===== src/hw/rtl/fta_pkg.sv =====
// shared widths, codes and types for the fixed timestep accumulator
// no dependencies; used by the top level and the checker
package fta_pkg;

  // default length of one step in tick-nanosecond units
  localparam int unsigned UNITS_PER_SECOND_DEF = 1000000000;

  // field widths
  localparam int unsigned TICK_W      = 30;
  localparam int unsigned CAP_W       = 10;
  localparam int unsigned ELAPSED_W   = 40;
  localparam int unsigned DROP_W      = 35;
  localparam int unsigned ALPHA_W     = 32;
  localparam int unsigned TOTAL_W     = 64;
  localparam int unsigned CFG_DATA_W  = 40;
  localparam int unsigned CFG_INDEX_W = 2;

  // register reset values
  localparam logic [TICK_W-1:0]    STEP_RATE_RST   = TICK_W'(60);
  localparam logic [CAP_W-1:0]     MAX_STEPS_RST   = CAP_W'(8);
  localparam logic [ELAPSED_W-1:0] MAX_ELAPSED_RST = ELAPSED_W'(250000000);

  // configuration register indexes
  typedef enum logic [CFG_INDEX_W-1:0] {
    REG_STEP_RATE   = 2'd0,
    REG_MAX_STEPS   = 2'd1,
    REG_MAX_ELAPSED = 2'd2
  } cfg_reg_t;

  // input word action codes
  typedef enum logic {
    ACT_ADVANCE = 1'b0,
    ACT_CLEAR   = 1'b1
  } action_t;

  // sequencer states
  typedef enum logic [7:0] {
    ST_IDLE   = 8'b0000_0001,
    ST_PREP   = 8'b0000_0010,
    ST_MUL    = 8'b0000_0100,
    ST_ADD    = 8'b0000_1000,
    ST_DIV    = 8'b0001_0000,
    ST_FINISH = 8'b0010_0000,
    ST_ALPHA  = 8'b0100_0000,
    ST_WRITE  = 8'b1000_0000
  } state_t;

endpackage


===== src/hw/rtl/fixed_timestep_accumulator.sv =====
// fixed timestep accumulator: clamp, serial multiply, serial divide by one step
// depends on fta_pkg
//
// One word is worked on at a time. An advance word passes through a prepare
// state, the multiply at two rate bits per cycle, a saturating add, the divide
// at two quotient bits per cycle over the 64-bit sum, a state for the step cap
// and running total, the 32-bit alpha fraction and a write state, which waits
// while the output is stalled. A clear word goes straight to the write state.
// The radix-4 restoring divider is shared by the step count and the alpha
// fraction. A finished result sits in the output register while the next word
// is accepted. No clearing pass follows reset.
module fixed_timestep_accumulator #(
  parameter int unsigned UNITS_PER_SECOND = fta_pkg::UNITS_PER_SECOND_DEF
) (
  input  logic                           clk,
  input  logic                           rst,
  // configuration port
  input  logic                           cfg_we,
  input  logic [fta_pkg::CFG_INDEX_W-1:0] cfg_index,
  input  logic [fta_pkg::CFG_DATA_W-1:0]  cfg_data,
  // input channel
  input  logic                           in_valid,
  output logic                           in_stall,
  input  logic                           action,
  input  logic [fta_pkg::ELAPSED_W-1:0]  elapsed_ns,
  // output channel
  output logic                           out_valid,
  input  logic                           out_stall,
  output logic [fta_pkg::CAP_W-1:0]      grant_count,
  output logic [fta_pkg::DROP_W-1:0]     dropped_steps,
  output logic                           was_clamped,
  output logic [fta_pkg::ALPHA_W-1:0]    alpha_fraction,
  output logic [fta_pkg::TOTAL_W-1:0]    total_steps
);

  localparam int unsigned RW          = $clog2(UNITS_PER_SECOND);
  localparam int unsigned EW          = fta_pkg::ELAPSED_W;
  localparam int unsigned TW          = fta_pkg::TICK_W;
  localparam int unsigned SW          = fta_pkg::TOTAL_W;
  localparam int unsigned PROD_W      = EW + TW;
  localparam int unsigned MUL_STEPS   = TW / 2;
  localparam int unsigned DIV_STEPS   = SW / 2;
  localparam int unsigned ALPHA_STEPS = fta_pkg::ALPHA_W / 2;
  localparam int unsigned CNT_W       = $clog2(DIV_STEPS);
  localparam logic [RW:0] UNIT        = (RW+1)'(UNITS_PER_SECOND);

  // configuration registers
  logic [TW-1:0]                 step_rate;
  logic [fta_pkg::CAP_W-1:0]     max_steps;
  logic [EW-1:0]                 max_elapsed;

  // accumulator state
  logic [RW-1:0]                 rem;
  logic [SW-1:0]                 step_total;

  // sequencer and datapath registers
  fta_pkg::state_t               state;
  logic [CNT_W-1:0]              cnt;
  logic [EW-1:0]                 e;
  logic [EW+1:0]                 e3;
  logic [TW-1:0]                 t;
  logic [PROD_W-1:0]             m;
  logic [SW-1:0]                 shreg;
  logic [RW-1:0]                 r;
  logic                          clamped;
  logic [fta_pkg::CAP_W-1:0]     st_steps;
  logic [fta_pkg::DROP_W-1:0]    st_dropped;

  // combinational helpers
  logic [EW+1:0]                 addend;
  logic [EW+1:0]                 psum;
  logic [PROD_W-1:0]             m_next;
  logic [SW-1:0]                 prod_sat;
  logic [SW:0]                   acc_sum;
  logic [RW:0]                   t1, t2;
  logic                          q1, q2;
  logic [RW-1:0]                 r1, r2;
  logic                          over;
  logic [fta_pkg::CAP_W-1:0]     steps_now;
  logic [SW:0]                   total_sum;
  logic                          in_take;
  logic                          out_free;

  assign in_stall = (state != fta_pkg::ST_IDLE);
  assign in_take  = in_valid && !in_stall;
  assign out_free = !out_valid || !out_stall;

  // configuration writes
  always_ff @(posedge clk) begin
    if (rst) begin
      step_rate   <= fta_pkg::STEP_RATE_RST;
      max_steps   <= fta_pkg::MAX_STEPS_RST;
      max_elapsed <= fta_pkg::MAX_ELAPSED_RST;
    end else if (cfg_we) begin
      unique case (fta_pkg::cfg_reg_t'(cfg_index))
        fta_pkg::REG_STEP_RATE:   step_rate   <= cfg_data[TW-1:0];
        fta_pkg::REG_MAX_STEPS:   max_steps   <= cfg_data[fta_pkg::CAP_W-1:0];
        fta_pkg::REG_MAX_ELAPSED: max_elapsed <= cfg_data[EW-1:0];
        default: ;
      endcase
    end
  end

  // multiplier digit: two rate bits per cycle, partial product shifts right
  always_comb begin
    case (t[1:0])
      2'd0:    addend = '0;
      2'd1:    addend = {2'b00, e};
      2'd2:    addend = {1'b0, e, 1'b0};
      default: addend = e3;
    endcase
    psum   = (EW+2)'(m[PROD_W-1:TW]) + addend;
    m_next = {psum, m[TW-1:2]};
  end

  // product saturation and sum with the remainder
  always_comb begin
    prod_sat = (|m[PROD_W-1:SW]) ? '1 : m[SW-1:0];
    acc_sum  = {1'b0, prod_sat} + (SW+1)'(rem);
  end

  // radix-4 restoring divider by one step length
  always_comb begin
    t1 = {r, shreg[SW-1]};
    q1 = (t1 >= UNIT);
    r1 = q1 ? RW'(t1 - UNIT) : t1[RW-1:0];
    t2 = {r1, shreg[SW-2]};
    q2 = (t2 >= UNIT);
    r2 = q2 ? RW'(t2 - UNIT) : t2[RW-1:0];
  end

  // step cap, dropped count and running total from the quotient
  always_comb begin
    over      = (shreg > SW'(max_steps));
    steps_now = over ? max_steps : shreg[fta_pkg::CAP_W-1:0];
    total_sum = {1'b0, step_total} + (SW+1)'(steps_now);
  end

  // sequencer
  always_ff @(posedge clk) begin
    if (rst) begin
      state      <= fta_pkg::ST_IDLE;
      rem        <= '0;
      step_total <= '0;
      cnt        <= '0;
    end else begin
      unique case (state)
        fta_pkg::ST_IDLE: begin
          if (in_take) begin
            if (fta_pkg::action_t'(action) == fta_pkg::ACT_CLEAR) begin
              rem        <= '0;
              step_total <= '0;
              state      <= fta_pkg::ST_WRITE;
            end else begin
              state <= fta_pkg::ST_PREP;
            end
          end
        end
        fta_pkg::ST_PREP: begin
          cnt   <= CNT_W'(MUL_STEPS - 1);
          state <= fta_pkg::ST_MUL;
        end
        fta_pkg::ST_MUL: begin
          cnt <= cnt - 1'b1;
          if (cnt == '0) begin
            state <= fta_pkg::ST_ADD;
          end
        end
        fta_pkg::ST_ADD: begin
          cnt   <= CNT_W'(DIV_STEPS - 1);
          state <= fta_pkg::ST_DIV;
        end
        fta_pkg::ST_DIV: begin
          cnt <= cnt - 1'b1;
          if (cnt == '0) begin
            state <= fta_pkg::ST_FINISH;
          end
        end
        fta_pkg::ST_FINISH: begin
          rem        <= r;
          step_total <= total_sum[SW] ? '1 : total_sum[SW-1:0];
          cnt        <= CNT_W'(ALPHA_STEPS - 1);
          state      <= fta_pkg::ST_ALPHA;
        end
        fta_pkg::ST_ALPHA: begin
          cnt <= cnt - 1'b1;
          if (cnt == '0) begin
            state <= fta_pkg::ST_WRITE;
          end
        end
        fta_pkg::ST_WRITE: begin
          if (out_free) begin
            state <= fta_pkg::ST_IDLE;
          end
        end
        default: state <= fta_pkg::ST_IDLE;
      endcase
    end
  end

  // datapath registers
  always_ff @(posedge clk) begin
    case (state) inside
      fta_pkg::ST_IDLE: begin
        if (in_take) begin
          clamped    <= (elapsed_ns > max_elapsed) &&
                        (fta_pkg::action_t'(action) == fta_pkg::ACT_ADVANCE);
          e          <= (elapsed_ns > max_elapsed) ? max_elapsed : elapsed_ns;
          t          <= step_rate;
          shreg      <= '0;
          st_steps   <= '0;
          st_dropped <= '0;
        end
      end
      fta_pkg::ST_PREP: begin
        e3 <= {2'b00, e} + {1'b0, e, 1'b0};
        m  <= '0;
      end
      fta_pkg::ST_MUL: begin
        m <= m_next;
        t <= t >> 2;
      end
      fta_pkg::ST_ADD: begin
        shreg <= acc_sum[SW] ? '1 : acc_sum[SW-1:0];
        r     <= '0;
      end
      fta_pkg::ST_DIV, fta_pkg::ST_ALPHA: begin
        shreg <= {shreg[SW-3:0], q1, q2};
        r     <= r2;
      end
      fta_pkg::ST_FINISH: begin
        st_steps   <= steps_now;
        st_dropped <= over ? fta_pkg::DROP_W'(shreg - SW'(max_steps)) : '0;
        shreg      <= '0;
      end
      default: ;
    endcase
  end

  // output register
  always_ff @(posedge clk) begin
    if (rst) begin
      out_valid <= 1'b0;
    end else if ((state == fta_pkg::ST_WRITE) && out_free) begin
      out_valid <= 1'b1;
    end else if (!out_stall) begin
      out_valid <= 1'b0;
    end
  end

  always_ff @(posedge clk) begin
    if ((state == fta_pkg::ST_WRITE) && out_free) begin
      grant_count    <= st_steps;
      dropped_steps  <= st_dropped;
      was_clamped    <= clamped;
      alpha_fraction <= shreg[fta_pkg::ALPHA_W-1:0];
      total_steps    <= step_total;
    end
  end

endmodule


===== config.mk =====
export PLATFORM = sky130hd
export DESIGN_NAME = fixed_timestep_accumulator
export DESIGN_NICKNAME = d
export VERILOG_FILES = /design/src/hw/rtl/fta_pkg.sv /design/src/hw/rtl/fixed_timestep_accumulator.sv
export SDC_FILE = /design/constraint.sdc
export NUM_CORES = 2
export LEC_CHECK = 0
export ABC_CLOCK_PERIOD_IN_PS = 9950
export BUFFER_PORTS_ARGS = -buffer_cell sky130_fd_sc_hd__buf_2
export CORE_MARGIN = 2
export CORE_UTILIZATION = 50
export CTS_BUF_LIST = sky130_fd_sc_hd__clkbuf_2 sky130_fd_sc_hd__clkbuf_4 sky130_fd_sc_hd__clkbuf_8
export DETAILED_ROUTE_END_ITERATION = 12
export PLACE_DENSITY = 0.68
export SYNTH_ARGS = -nofsm -noshare
export SYNTH_HDL_FRONTEND = slang
export SYNTH_SLANG_ARGS = --single-unit
export TNS_END_PERCENT = 100

===== constraint.sdc =====
create_clock -name clk -period 9.95 [get_ports clk]
set_input_delay 0 -clock clk [delete_from_list [all_inputs] [get_ports clk]]
set_output_delay 0 -clock clk [all_outputs]
set_load 0.05 [all_outputs]

# ---- Yosys cells after proc, flatten, opt, wreduce, memory -nomap -nowiden
# Cells that the tools add are included.
dict set report classes {
  order_cmp 4
  add_sub_neg 8
  reduce_logical 31
  bitwise_logic 4
  muxes 52
  n_eq_ne 24
}
# cell count
set op_table {}
lappend op_table {{$mux 64} 12}
lappend op_table {{$mux 35} 8}
lappend op_table {{$mux 30} 9}
lappend op_table {{$pmux 64 s2} 1}
lappend op_table {{$pmux 42 s3} 1}
lappend op_table {{$mux 10} 8}
lappend op_table {{$mux 70} 1}
lappend op_table {{$add 64x10->65} 1}
lappend op_table {{$add 64x30->65} 1}
lappend op_table {{$gt 64x10->1} 1}
lappend op_table {{$pmux 8 s8} 1}
lappend op_table {{$ge 31x30->1 const B} 2}
lappend op_table {{$pmux 30 s2} 1}
lappend op_table {{$sub 30x30->30 const B} 2}
lappend op_table {{$mux 8} 6}
lappend op_table {{$add 40x41->42} 1}
lappend op_table {{$add 40x42->42} 1}
lappend op_table {{$gt 40x40->1} 1}
lappend op_table {{$mux 40} 1}
lappend op_table {{$sub 35x10->35} 1}
lappend op_table {{$ne 2x2->1 const B} 10}
lappend op_table {{$pmux 5 s4} 1}
lappend op_table {{$reduce_and 2->1} 6}
lappend op_table {{$eq 8x1->1 const B} 1}
lappend op_table {{other kinds (28)} 45}
dict set report word_totals {
  wordCells 145
  ff_bits 652
}

# ---- Logic depth before layout (Yosys ltp)
dict set report depth {
  word_depth 8
  mapped_depth 29
  mapped_depth_nobuf 27
}

# ---- Worst setup path before layout
# OpenSTA, ideal clock, no wires.
dict set report synth_path {
  path_kind {register -> register}
  start {reg state[2]}
  end {reg alpha_fraction[0] in the netlist's numbering (enable)}
  path_stages_with_launch 6
  setup_time_ns 0.690
  setup_slack_ns 1.472
  arrival_time_ns 7.788
  period_less_slack_ns 8.478
  path_cell_list {dfxtp_1 > nor2_1 > nand2_1 > nor3_1 > nand3b_1 > a21oi_1}
}
dict set report synth_between {
  elab_chain_len 2
}
# item line
set synth_lines {}
lappend synth_lines {{start: declaration} fixed_timestep_accumulator.sv:57} ;# fta_pkg::state_t state;
lappend synth_lines {{start signal: assignment} fixed_timestep_accumulator.sv:142} ;# state <= fta_pkg::ST_IDLE;
lappend synth_lines {{start signal: assignment} fixed_timestep_accumulator.sv:153} ;# state <= fta_pkg::ST_WRITE;
lappend synth_lines {{start signal: assignment} fixed_timestep_accumulator.sv:155} ;# state <= fta_pkg::ST_PREP;
lappend synth_lines {{$eq 8x8->1} fixed_timestep_accumulator.sv:252} ;# if ((state == fta_pkg::ST_WRITE) && out_free) begin
lappend synth_lines {{$logic_and 1x1->1} fixed_timestep_accumulator.sv:252}
lappend synth_lines {{end signal: assignment} fixed_timestep_accumulator.sv:256} ;# alpha_fraction <= shreg[fta_pkg::ALPHA_W-1:0];
lappend synth_lines {{end: declaration} fixed_timestep_accumulator.sv:32} ;# output logic [fta_pkg::ALPHA_W-1:0] alpha_fraction,
# No other way between the ends.
# A chain may end at the register's enable or synchronous reset.

# ---- Worst setup path in the final report
dict set report layout_path {
  start {reg shreg[12]}
  end {reg step_total[59]}
}
dict set report layout_between {
  elab_chain_len 5
}
# item line
set layout_lines {}
lappend layout_lines {{start: declaration} fixed_timestep_accumulator.sv:63} ;# logic [SW-1:0] shreg;
lappend layout_lines {{start signal: assignment} fixed_timestep_accumulator.sv:224} ;# shreg <= acc_sum[SW] ? '1 : acc_sum[SW-1:0];
lappend layout_lines {{start signal: assignment} fixed_timestep_accumulator.sv:228} ;# shreg <= {shreg[SW-3:0], q1, q2};
lappend layout_lines {{$gt 64x10->1} fixed_timestep_accumulator.sv:134} ;# over = (shreg > SW'(max_steps));
lappend layout_lines {{$mux 10} fixed_timestep_accumulator.sv:135} ;# steps_now = over ? max_steps : shreg[fta_pkg::CAP_W-1:0];
lappend layout_lines {{named net steps_now (one bit)} fixed_timestep_accumulator.sv:79} ;# logic [fta_pkg::CAP_W-1:0] steps_now;
lappend layout_lines {{$add 64x10->65} fixed_timestep_accumulator.sv:136} ;# total_sum = {1'b0, step_total} + (SW+1)'(steps_now);
lappend layout_lines {{$mux 64} fixed_timestep_accumulator.sv:181} ;# step_total <= total_sum[SW] ? '1 : total_sum[SW-1:0];
lappend layout_lines {{$pmux 64 s2} fixed_timestep_accumulator.sv:147} ;# unique case (state)
lappend layout_lines {{end signal: assignment} fixed_timestep_accumulator.sv:181}
lappend layout_lines {{end: declaration} fixed_timestep_accumulator.sv:54} ;# logic [SW-1:0] step_total;
# The timed path passes the listed nets, and every way through them passes these cells.

==> metrics.yaml <==
power_uw: 7569
relSlewSlack: 0.2055
synth.distinct_cells: 91
cap_violations: 0
grt_overflow: 0
wire_per_inst_um: 18.89
ir_drop_v: 0.0001694
synth-main-ff-cell: "edfxtp_1"
cts_tree: "done"
antenna_left: 0
reg2reg_slack_ns: 2.33
antenna_found_initial: 2
synthesis.area_um2: 35890
place.port_buffers: 231
synth_enable_flop_cells: 464
synth_area_leaders: "edfxtp_1, dfxtp_1, ha_1, nand2_1, a21oi_1"
drc: 0
cts_root_buf: "clkbuf_8"
timing.final.crit_period_ns: 7.623
cts_buffer_depth: 3
worst_pin_slew_ns: 1.189
synthCells: 3616
setup_viol_count_final: 0
period_share: 0.7661
status: "completed"
ios: 232
cts_buffers: 107
clk_pin_slew_ns: 0.07
die_y_um: 271.9
die_w_um: 271.9
cp_max_fo: 12
max_freq_mhz: 131.2
worst_path_most_repeated_cell: "o21ai_0"
num_rows: 98
drt_iter0_drc: 2769
post_cts_buffers: 0
tns_ns: 0
min_path_type: "input port to flip-flop"
start_util: 0.5038
nFillCells: 6073
avgSynthCellArea_um2: 9.926
htreeDepth: 3
cts_sinks: 652
grt_pass1_wl_um: 149300
first_pass_iters: 5
syn_nets: 3884
core_um2: 71240
area_delta_synth_final_pct: 15.21
stdcell_area_um2: 41350
dp_hpwl_um: 66060
hold_viol_final: 0
dieArea_um2: 73940
rsz0062_at_grt: "false"
wirelength_um: 94070
crit_path_start_kind: "flip-flop"
synth_seq_cells: 652
end_kind: "flip-flop"
cts_resized: 0
finalClockSkew_ns: 0.03931
critPathSlowestCell: "nor3_1"
slew_viol_final: 0
leakage_uw: 0.01599
grt_max_degree: 76
grt_pass1_vias: 27760
clk_latency_ns: 0.73
cts_hold_buf: 111
synth.top_cell.area_share: 0.3882
ys_seq_area_frac: 0.4931
critical_path_class: "flip-flop to flip-flop"
finalHoldWorstSlack_ns: 0.08922
async_reset_ff_frac: 0
place_congestion: 0.9204
layout-drive-gt1-share: 0.1460
max_stage_delay_ns: 0.87
via_per_inst: 5.814
p_per_area_nw_per_um2: 183.0
place_area_um2: 37930
critPathArrivalTime_ns: 8.22
ys_warn_count: 0
synth_top_cell_by_area: "edfxtp_1"
gr-usage-all-layers: 0.2498
vias: 28950
crit_required_ns: 10.54
layout.nets: 4200
-- layout by cell type (no fill, tap or decap), types with 17 or more instances in the layout --
cell type	n
edfxtp_1	464
nand2_1	461
a21oi_1	264
nor2_1	259
buf_2	230
o21ai_0	220
dfxtp_1	188
ha_1	175
inv_1	130
clkbuf_8	119
dlygate4sd3_1	111
a21o_1	104
mux2_2	88
xnor2_1	85
nand3_1	83
and2_1	66
nor3_1	65
xor2_1	65
nand2b_1	59
a22o_1	58
nand4_1	54
a31oi_1	41
a22oi_1	38
buf_4	35
nor4_1	34
o211ai_1	34
and3_1	33
o31ai_1	30
o21a_1	29
clkbuf_4	29
clkinv_1	27
o21bai_1	26
nor2b_1	24
mux2i_1	18
or2_2	18
clkinv_2	18
a211oi_1	17
-- power breakdown --
group / total (uW) / internal, uW / leakage, uW / switching (uW)
Combinational: 1640 / 649 / 0.00898 / 988
Clock: 2480 / 1360 / 0.00122 / 1130
Sequential: 3450 / 3280 / 0.00579 / 168
-- through the flow --
step / cells / worst slack [ns] / utilization
after floorplan: 3616 / 1.472 / -
after global placement: 4662 / 2.661 / 0.5324
after detailed placement: 4662 / 2.500 / 0.5324
after CTS: 4977 / 2.437 / 0.5803
after global routing: 4979 / 1.736 / 0.5804
final: 4979 / 2.327 / 0.5804
-- critical path: cells and delay by family, from the launching register on --
family,cells,cell delay [ns]
simple gates,11,3.85
flops,1,0.46
mux,1,0.27
fa+ha+maj,2,0.56
compound gates,9,1.74
buf+inv,3,0.59
-- area by class of cell --
class | instances | area, um^2 | share of cell area
Inverter | 133 | 499.2 | 0.01207
Sequential cell | 652 | 17700 | 0.4280
Multi-Input combinational cell | 2662 | 17130 | 0.4143
Tap cell | 950 | 1189 | 0.02875
Clock buffer | 148 | 1856 | 0.04488
Clock inverter | 56 | 449.2 | 0.01086
Antenna cell | 2 | 5.005 | 0.0001210
Timing Repair Buffer | 376 | 2525 | 0.06106
-- path summary, 6_finish.rpt --
check,from,to,cells past startpoint
max,shreg[12],step_total[59],26
min,cfg_data[22],max_elapsed[22],4
max reg2reg,shreg[12],step_total[59],26
min reg2reg,st_dropped[9],dropped_steps[9],0
-- cell usage after synthesis (11+ instances only) --
cell / instances
xor2_1: 65
a22o_1: 58
or4_1: 11
buf_1: 14
a31oi_1: 41
and3_1: 33
a22oi_1: 38
nor2_1: 260
dfxtp_1: 188
edfxtp_1: 464
inv_1: 131
nand2_1: 463
nand2b_1: 59
mux2_2: 88
xnor2_1: 85
nand4_1: 54
nor3_1: 67
nor4_1: 36
clkbuf_1: 148
a21o_1: 104
or3_1: 15
o211ai_1: 34
a21oi_1: 266
o21bai_1: 26
nor2b_1: 25
mux2i_1: 18
o31ai_1: 30
o21a_1: 29
and2_1: 67
nand3_1: 83
ha_1: 175
or2_2: 18
o21ai_0: 220
a211oi_1: 17
nand3b_1: 12
-- cell families (layout without fill, tap and decap cells) --
logic type / count (synthesis) / count (layout) / synth area share
other cells: 0 / 2 / 0
mux: 106 / 106 / 0.03263
flops: 652 / 652 / 0.4931
fa+ha+maj: 180 / 180 / 0.06380
xor+xnor: 150 / 150 / 0.03660
simple gates: 1240 / 1240 / 0.1640
buf+inv: 302 / 713 / 0.03242
compound gates: 986 / 986 / 0.1774
-- state kept, by name (all words and copies together), names as in the netlist, 32 cells and up --
register / cells
max_elapsed: 40
step_total: 64
dropped_steps: 35
e: 40
total_steps: 64
m: 70
st_dropped: 35
e3: 42
shreg: 64
alpha_fraction: 32
-- layer usage --
metal,track usage,up-vias,wire (um),share of wire
met1,0.3376,13780,41370,0.44
met5,0,-,0,0
met2,0.4076,1008,43350,0.46
met3,0.04002,183,6313,0.067
met4,0.08936,0,3028,0.032
li1,-,13980,-,-
Power figures use the tool's default switching activity.
